[config.mk]
export PLATFORM = sky130hd
export DESIGN_NAME = icy_metadata_stream_deframer_core_flat
export DESIGN_NICKNAME = d
export VERILOG_FILES = /design/src/hw/rtl/icy_dfr_pkg.sv /design/src/hw/rtl/icy_dfr_if.sv /design/src/hw/rtl/icy_dfr_step.sv /design/src/hw/rtl/icy_metadata_stream_deframer_core.sv /design/src/flat_wrapper.sv
export SDC_FILE = /design/constraint.sdc
export NUM_CORES = 1
export LEC_CHECK = 0
export ABC_AREA = 1
export BUFFER_PORTS_ARGS = -buffer_cell sky130_fd_sc_hd__buf_4
export CORE_MARGIN = 2
export CORE_UTILIZATION = 42
export CTS_CLUSTER_DIAMETER = 80
export DETAILED_ROUTE_END_ITERATION = 8
export MAX_ROUTING_LAYER = met4
export PLACE_DENSITY = 0.6
export SLEW_MARGIN = 0
export SYNTH_ARGS = -nofsm -noshare
export SYNTH_HDL_FRONTEND = slang
export SYNTH_HIERARCHICAL = 1
export SYNTH_SLANG_ARGS = --single-unit
[constraint.sdc]
create_clock -name clk_i -period 6.75 [get_ports clk_i]
set_input_delay 0 -clock clk_i [delete_from_list [all_inputs] [get_ports clk_i]]
set_output_delay 0 -clock clk_i [all_outputs]
set_load 0.02 [all_outputs]
[src/hw/rtl/icy_dfr_pkg.sv]
// shared types and constants of the icy metadata deframer
// no dependencies
package icy_dfr_pkg;

  localparam int unsigned BYTE_W         = 8;
  localparam int unsigned LEN_W          = 16;
  localparam int unsigned META_REM_W     = 12;
  localparam int unsigned CFG_IDX_W      = 2;
  localparam int unsigned CFG_DATA_W     = 16;
  localparam int unsigned PHASE_W        = 2;
  // each length unit stands for 16 metadata bytes
  localparam int unsigned META_UNIT_SHIFT = 4;

  // phase codes
  localparam logic [PHASE_W-1:0] PH_AUDIO = 2'd0;
  localparam logic [PHASE_W-1:0] PH_LEN   = 2'd1;
  localparam logic [PHASE_W-1:0] PH_BODY  = 2'd2;

  // register indexes
  localparam logic [CFG_IDX_W-1:0] REG_CHUNK_LEN  = 2'd0;
  localparam logic [CFG_IDX_W-1:0] REG_META_EN    = 2'd1;
  localparam logic [CFG_IDX_W-1:0] REG_DROP_EMPTY = 2'd2;

  // word kinds
  localparam logic KIND_AUDIO = 1'b0;
  localparam logic KIND_META  = 1'b1;

  typedef struct packed {
    logic [BYTE_W-1:0] out_byte;
    logic              kind;
    logic              chunk_last;
  } word_t;

  typedef struct packed {
    logic [LEN_W-1:0] chunk_len;
    logic             meta_en;
    logic             drop_empty;
  } cfg_t;

  typedef struct packed {
    logic [PHASE_W-1:0]    phase;
    logic [META_REM_W-1:0] meta_rem;
  } meta_state_t;

endpackage

[src/hw/rtl/icy_dfr_if.sv]
// stream and configuration channel interfaces of the icy metadata deframer
// depends on icy_dfr_pkg
interface icy_dfr_in_if;
  import icy_dfr_pkg::*;
  logic              valid;
  logic              ready;
  logic [BYTE_W-1:0] stream_byte;
  modport source (output valid, output stream_byte, input ready);
  modport sink   (input valid, input stream_byte, output ready);
endinterface

interface icy_dfr_out_if;
  import icy_dfr_pkg::*;
  logic              valid;
  logic              ready;
  logic [BYTE_W-1:0] out_byte;
  logic              kind;
  logic              chunk_last;
  modport source (output valid, output out_byte, output kind, output chunk_last, input ready);
  modport sink   (input valid, input out_byte, input kind, input chunk_last, output ready);
endinterface

interface icy_dfr_cfg_if;
  import icy_dfr_pkg::*;
  logic                  valid;
  logic                  ready;
  logic [CFG_IDX_W-1:0]  index;
  logic [CFG_DATA_W-1:0] data;
  modport source (output valid, output index, output data, input ready);
  modport sink   (input valid, input index, input data, output ready);
endinterface

[src/hw/rtl/icy_dfr_step.sv]
// next-state and result logic for one stream byte
// depends on icy_dfr_pkg
module icy_dfr_step #(
  parameter int unsigned COUNT_W = 16
) (
  input  logic [icy_dfr_pkg::BYTE_W-1:0] byte_i,
  input  icy_dfr_pkg::cfg_t              cfg_i,
  input  icy_dfr_pkg::meta_state_t       meta_q_i,
  input  logic [COUNT_W-1:0]             count_q_i,
  output icy_dfr_pkg::meta_state_t       meta_d_o,
  output logic [COUNT_W-1:0]             count_d_o,
  output logic                           res_valid_o,
  output icy_dfr_pkg::word_t             res_o
);
  import icy_dfr_pkg::*;

  // compare width covers both the 16-bit length and the counter plus carry
  localparam int unsigned CMP_W = (COUNT_W + 1 > LEN_W) ? COUNT_W + 1 : LEN_W;

  logic [PHASE_W-1:0]    phase_eff;
  logic [CMP_W-1:0]      len_ext;
  logic [CMP_W-1:0]      next_ext;
  logic [META_REM_W-1:0] rem_new;

  always_comb begin
    // metadata off or unused code falls back to audio
    phase_eff = (!cfg_i.meta_en || meta_q_i.phase == PH_BODY + 2'd1) ? PH_AUDIO
                                                                     : meta_q_i.phase;
    len_ext   = (cfg_i.chunk_len == '0) ? CMP_W'(1) : CMP_W'(cfg_i.chunk_len);
    next_ext  = CMP_W'(count_q_i) + CMP_W'(1);
    rem_new   = META_REM_W'({{(META_REM_W - BYTE_W){1'b0}}, byte_i} << META_UNIT_SHIFT);

    meta_d_o          = meta_q_i;
    meta_d_o.phase    = phase_eff;
    count_d_o         = count_q_i;
    res_valid_o       = 1'b1;
    res_o.out_byte    = byte_i;
    res_o.kind        = KIND_META;
    res_o.chunk_last  = 1'b0;

    unique case (phase_eff)
      PH_LEN: begin
        if (byte_i == '0) begin
          meta_d_o.phase    = PH_AUDIO;
          meta_d_o.meta_rem = '0;
          res_valid_o       = !cfg_i.drop_empty;
          res_o.chunk_last  = 1'b1;
        end else begin
          meta_d_o.phase    = PH_BODY;
          meta_d_o.meta_rem = rem_new;
        end
      end
      PH_BODY: begin
        if (meta_q_i.meta_rem <= META_REM_W'(1)) begin
          meta_d_o.phase    = PH_AUDIO;
          meta_d_o.meta_rem = '0;
          res_o.chunk_last  = 1'b1;
        end else begin
          meta_d_o.meta_rem = meta_q_i.meta_rem - META_REM_W'(1);
        end
      end
      default: begin
        res_o.kind = KIND_AUDIO;
        if (next_ext >= len_ext) begin
          count_d_o        = '0;
          res_o.chunk_last = 1'b1;
          if (cfg_i.meta_en) begin
            meta_d_o.phase = PH_LEN;
          end
        end else begin
          count_d_o = next_ext[COUNT_W-1:0];
        end
      end
    endcase
  end

endmodule

[src/hw/rtl/icy_metadata_stream_deframer_core.sv]
// icy metadata deframer: splits a byte stream into tagged audio and metadata words
// one byte in per cycle when the output side keeps up; a byte held in the input
// register moves into the result register once the result slot is free. the phase
// and counter update in icy_dfr_step is combinational, so a steady stream moves at
// one word per clock while the output keeps up. when metadata is
// enabled each audio chunk is followed by a length byte and 16 times that many
// metadata bytes; an empty block may be dropped, in which case no word comes out
// for that length byte. configuration writes are taken in every cycle and should
// only be issued while no byte is in flight. depends on icy_dfr_pkg, icy_dfr_if
// and icy_dfr_step.
module icy_metadata_stream_deframer_core #(
  parameter int unsigned CHUNK_COUNT_WIDTH = 16
) (
  input  logic          clk_i,
  input  logic          rst_ni,
  icy_dfr_in_if.sink    in_i,
  icy_dfr_out_if.source out_o,
  icy_dfr_cfg_if.sink   cfg_i
);
  import icy_dfr_pkg::*;

  // configuration registers
  cfg_t cfg_q, cfg_d;

  // input register
  logic              s1_valid_q, s1_valid_d;
  logic [BYTE_W-1:0] s1_byte_q;

  // deframer state
  meta_state_t                  meta_q, meta_d;
  logic [CHUNK_COUNT_WIDTH-1:0] count_q, count_d;

  // result register
  logic  out_valid_q, out_valid_d;
  word_t out_word_q;

  logic  in_acc;
  logic  out_free;
  logic  adv;
  logic  res_valid;
  word_t res_word;

  // result slot frees when empty or being taken this cycle
  assign out_free = !out_valid_q || out_o.ready;
  assign adv      = s1_valid_q && out_free;
  assign in_i.ready = !s1_valid_q || out_free;
  assign in_acc   = in_i.valid && in_i.ready;

  assign cfg_i.ready = 1'b1;

  assign out_o.valid      = out_valid_q;
  assign out_o.out_byte   = out_word_q.out_byte;
  assign out_o.kind       = out_word_q.kind;
  assign out_o.chunk_last = out_word_q.chunk_last;

  icy_dfr_step #(
    .COUNT_W (CHUNK_COUNT_WIDTH)
  ) u_step (
    .byte_i      (s1_byte_q),
    .cfg_i       (cfg_q),
    .meta_q_i    (meta_q),
    .count_q_i   (count_q),
    .meta_d_o    (meta_d),
    .count_d_o   (count_d),
    .res_valid_o (res_valid),
    .res_o       (res_word)
  );

  // register writes, index beyond the list is ignored
  always_comb begin
    cfg_d = cfg_q;
    if (cfg_i.valid && cfg_i.ready) begin
      unique case (cfg_i.index)
        REG_CHUNK_LEN:  cfg_d.chunk_len  = cfg_i.data[LEN_W-1:0];
        REG_META_EN:    cfg_d.meta_en    = cfg_i.data[0];
        REG_DROP_EMPTY: cfg_d.drop_empty = cfg_i.data[0];
        default:        cfg_d = cfg_q;
      endcase
    end
  end

  always_comb begin
    s1_valid_d = s1_valid_q;
    if (in_acc) begin
      s1_valid_d = 1'b1;
    end else if (adv) begin
      s1_valid_d = 1'b0;
    end
  end

  // a dropped empty block leaves the result slot empty
  always_comb begin
    out_valid_d = out_valid_q;
    if (adv) begin
      out_valid_d = res_valid;
    end else if (out_o.ready) begin
      out_valid_d = 1'b0;
    end
  end

  always_ff @(posedge clk_i or negedge rst_ni) begin
    if (!rst_ni) begin
      cfg_q.chunk_len  <= LEN_W'(4000);
      cfg_q.meta_en    <= 1'b0;
      cfg_q.drop_empty <= 1'b1;
      s1_valid_q       <= 1'b0;
      out_valid_q      <= 1'b0;
      meta_q.phase     <= PH_AUDIO;
      meta_q.meta_rem  <= '0;
      count_q          <= '0;
    end else begin
      cfg_q       <= cfg_d;
      s1_valid_q  <= s1_valid_d;
      out_valid_q <= out_valid_d;
      // state moves only when the byte in the input register is processed
      if (adv) begin
        meta_q  <= meta_d;
        count_q <= count_d;
      end
    end
  end

  // payload registers
  always_ff @(posedge clk_i) begin
    if (in_acc) begin
      s1_byte_q <= in_i.stream_byte;
    end
    if (adv && res_valid) begin
      out_word_q <= res_word;
    end
  end

endmodule

[src/flat_wrapper.sv]
// flat-port wrapper written by rule: the top's interface ports become plain ports
module icy_metadata_stream_deframer_core_flat import icy_dfr_pkg::*;
#(
  parameter int unsigned CHUNK_COUNT_WIDTH = 16
)
  (clk_i, rst_ni, in_i_valid, in_i_stream_byte, in_i_ready, out_o_valid, out_o_out_byte, out_o_kind, out_o_chunk_last, out_o_ready, cfg_i_valid, cfg_i_index, cfg_i_data, cfg_i_ready);
  icy_dfr_in_if in_i_i ();
  icy_dfr_out_if out_o_i ();
  icy_dfr_cfg_if cfg_i_i ();
  input  logic clk_i;
  input  logic rst_ni;
  input wire logic [$bits(in_i_i.valid)-1:0] in_i_valid;
  input wire logic [$bits(in_i_i.stream_byte)-1:0] in_i_stream_byte;
  output wire logic [$bits(in_i_i.ready)-1:0] in_i_ready;
  output wire logic [$bits(out_o_i.valid)-1:0] out_o_valid;
  output wire logic [$bits(out_o_i.out_byte)-1:0] out_o_out_byte;
  output wire logic [$bits(out_o_i.kind)-1:0] out_o_kind;
  output wire logic [$bits(out_o_i.chunk_last)-1:0] out_o_chunk_last;
  input wire logic [$bits(out_o_i.ready)-1:0] out_o_ready;
  input wire logic [$bits(cfg_i_i.valid)-1:0] cfg_i_valid;
  input wire logic [$bits(cfg_i_i.index)-1:0] cfg_i_index;
  input wire logic [$bits(cfg_i_i.data)-1:0] cfg_i_data;
  output wire logic [$bits(cfg_i_i.ready)-1:0] cfg_i_ready;
  assign in_i_i.valid = in_i_valid;
  assign in_i_i.stream_byte = in_i_stream_byte;
  assign in_i_ready = in_i_i.ready;
  assign out_o_valid = out_o_i.valid;
  assign out_o_out_byte = out_o_i.out_byte;
  assign out_o_kind = out_o_i.kind;
  assign out_o_chunk_last = out_o_i.chunk_last;
  assign out_o_i.ready = out_o_ready;
  assign cfg_i_i.valid = cfg_i_valid;
  assign cfg_i_i.index = cfg_i_index;
  assign cfg_i_i.data = cfg_i_data;
  assign cfg_i_ready = cfg_i_i.ready;
  icy_metadata_stream_deframer_core #(.CHUNK_COUNT_WIDTH(CHUNK_COUNT_WIDTH)) u_core (.clk_i(clk_i), .rst_ni(rst_ni), .in_i(in_i_i), .out_o(out_o_i), .cfg_i(cfg_i_i));
endmodule
==> results.toml <==
[clock_network]
ctsRootBufferMaster = "sky130_fd_sc_hd__clkbuf_8"
tritoncts.num_buffers = 9
clock_sink_count = 68
tritoncts = "done"
clock_latency_ns = 0.36
cts-root-to-sink-buffers = 2
htree_levels = 3
clkTransAtPathRegs_ns = 0.08

[routing]
drt-vias-per-instance = 4.91
postRouteAntennaNets = 0
dr_total_vias = 3912
drt_pass1_iterations = 4
drc = 0
routedWlPerCell_um = 13.2
drt-initial-drc-count = 178
routed_wl_um = 10500

[worst_setup_path]
crit_top_cell = "sky130_fd_sc_hd__nand2_1"
critical-path-max-stage-delay_ns = 0.45
cp_cell_sequence = "ha_1 > nand2_2 > nor3b_2 > nand2_1 > nand2_1 > nand2_1 > ha_1 > nand2_1 > inv_1 > nand2_1 > nor2_1 > nand2_1 > nand3_1 > nor2_1 > nand2_4 > o21ai_0 > nand3_1 > nand2_1"
crit_arrival_ns = 3.28
end_kind = "flip-flop"
rr_startpoint = "u_core/count_q[0]$_DFFE_PN0P_"
timing.critical_path.from_type = "flip-flop"
critical_path_s_slowest_cell = "sky130_fd_sc_hd__dfrtp_1"
critPathKind = "reg2reg"
worst_ep_required_time_ns = 7.05
reg2reg_slack_ns = 3.78
setup.worst_path.start = "u_core/count_q[0]$_DFFE_PN0P_"
critPathMaxFanout = 18

[floorplanning]
rows = 37
die_area_um2 = 11300
ioPinCount = 44
die_wd_um = 106
floorplan.die.height_um = 106
floorplan.initialDensity_pct = 42.9
design.core.area_um2 = 10200

[global_routing]
maximum_number_of_pins_on_one_net_before_global_route_repair = 51
wire_length_of_the_first_global_routing_pass_um = 18000
first_global_vias = 3833
initial_antenna_violation_count = 0
gr-usage-all-layers_pct = 20.7
total_gr_overflow = 0

[final_layout]
areaGrowthSynthToFinish_pct = 23.7
insertedDiodeCount = 0
drive_gt1_share_pct = 14.2
num-nets-final = 707
final_core_utilization_pct = 53.1

[yosys]
synth_seq_area_share_pct = 41.0
synth.avg_cell_area_um2 = 7.54
synth_top_area_share_pct = 24.5
ys_ff_latch = 68
synth_enable_flop_cells = 18
ys_warn_count = 6
synth_cells = 582
synthesis.area_um2 = 4390
synth_ff_type = "sky130_fd_sc_hd__dfrtp_1"
post_synth_num_cell_types = 40
synth_fp_nets = 634
synth_top_area_cell = "sky130_fd_sc_hd__dfrtp_1"
top_cells_by_area_in_the_synthesized_netlist = "sky130_fd_sc_hd__dfrtp_1, sky130_fd_sc_hd__nand2_1, sky130_fd_sc_hd__edfxtp_1"
postSynth.asyncResetShare_pct = 73.5

[timing]
finalSetupViolCount = 0
max_freq_mhz = 336
post_route_setup_tns_ns = 0
hold_viol = 0
fin_worst_skew_ns = 0.0110
worstMarginPinSlew_ns = 0.936
finalCritPeriodShare_pct = 44.0
worst_slew_margin_rel_pct = 37.5
finalCriticalPeriod_ns = 2.97
final-max-slew-violation-count = 0
grt_setup_unrepaired = "no"

[pwr]
p_comb_share_pct = 28.3
peakVddDrop_mv = 0.143
power.density_nw_per_um2 = 244
clock_power_share_pct = 31.9
cellLeakagePower_nw = 2.70
power_switching_mw = 0.449
share_seq_of_total_power_pct = 39.8
fraction_of_power_spent_switching_nets_pct = 33.9
p_int_mw = 0.876

[placement]
place.detailed.hpwl_um = 6880
port-buffer-count = 42
place_congestion = 0.867

[outcome]
run_status = "finished, final reports clean"

[flow_run]
maxCapViolCount = 0

[worst_hold_path]
hold_path_startpoint = "cfg_i_valid"
worstHoldPathType = "in2reg"
[critical path, delay by kind of cell, from the launching register on]
kind	cells	cell delay (ns)
buffers and inverters	1	0.05
AOI/OAI and AO/OA	1	0.25
DFF	1	0.45
adders and majority gates	2	0.55
and+or+nand+nor	14	1.62
[final timing paths]
path | cells after the start | to
worst max register to register | 18 | u_core/count_q[0]$_DFFE_PN0P_
min in group asynchronous | 2 | u_core/meta_q[8]$_DFFE_PN0P_
max in group asynchronous | 2 | u_core/cfg_q[16]$_DFFE_PN0P_
worst max-delay path | 18 | u_core/count_q[0]$_DFFE_PN0P_
worst min register to register | 0 | u_core/out_o.out_byte[4]$_DFFE_PP_
worst min-delay path | 3 | u_core/cfg_q[2]$_DFFE_PN0P_
[routing by layer]
metal  up-vias  part of all wire [%]  track usage (%)
li1       2014                     -                -
met1      1808                    44             24.8
met2        77                    50             35.1
met3        13                   4.1             3.62
met4         0                   1.7             7.42
met5         -                     0                -
[power by group through the flow]
stage / combinational (mW) / clock [mW] / sequential [mW]
6_report: 0.374 / 0.423 / 0.528
3_5_place_dp: 0.354 / 0 / 0.535
2_1_floorplan: 0.262 / 0 / 0.532
5_1_grt: 0.431 / 0.447 / 0.537
4_1_cts: 0.376 / 0.433 / 0.527
3_3_place_gp: 0.346 / 0 / 0.535
[kinds of logic after synthesis]
logic type,share of synthesized area (%)
compound gates,6.39
other cells,0.0854
fa+ha+maj,5.99
xor+xnor,2.79
flops,41.0
buf+inv,9.26
simple gates,34.5
[cell usage in the layout (no fill, tap or decap), drive strengths merged, types with 11 or more instances in the layout]
cell,n
nand3,75
nor2,45
ha,21
nand2,202
dfrtp,43
a21oi,16
xor2,11
edfxtp,18
inv,61
dlygate4sd3,46
buf,46
o21ai,20
[flip-flops by register name (all words and copies together) (netlist names)]
name	count
u_core/cfg_q	18
u_core/count_q	16
u_core/meta_q	14
u_core/out_o.out_byte	8
u_core/s1_byte_q	8
u_core/out_o.chunk_last	1
u_core/out_o.kind	1
u_core/out_o.valid	1
u_core/s1_valid_q	1
[metrics by stage]
stage / worst slack [ns] / hold WS (ns) / cell area (um2) / total power [mW] / cells
2_1_floorplan: 4.15 / -0.296 / 4390 / 0.794 / 582
3_3_place_gp: 3.98 / 0.0787 / 4720 / 0.881 / 734
3_5_place_dp: 3.83 / 0.0804 / 4720 / 0.889 / 734
4_1_cts: 3.78 / 0.000193 / 5430 / 1.34 / 796
5_1_grt: 3.42 / 0.0347 / 5430 / 1.42 / 796
6_report: 3.78 / 0.0223 / 5430 / 1.32 / 796
[layout make-up]
cell class	instances	area, um2
Fill cell	967	4800
Clock inverter	7	124
Multi-Input combinational cell	424	2180
Timing Repair Buffer	92	806
Inverter	60	225
Tap cell	136	170
Clock buffer	9	124
Sequential cell	68	1800
[synthesized netlist by cell type (all sizes together) (2+ instances only)]
cell    number
xnor2        3
nor4         2
o211ai       2
nor3         7
buf         25
o21ai       20
clkbuf       5
a21oi       16
inv         60
nor2        45
nand2      202
a22oi        3
dfstp        7
nand4        9
ha          21
edfxtp      18
nand3       75
xor2        11
dfrtp       43
[what timing repair did]
item | in CTS | in global routing
buffers inserted | 0 | 0
gates resized for setup | 0 | 0
hold buffers | 46 | 0
endpoints found under the hold margin | 70 | 0
No activity file was read; power rests on OpenSTA's default activity.
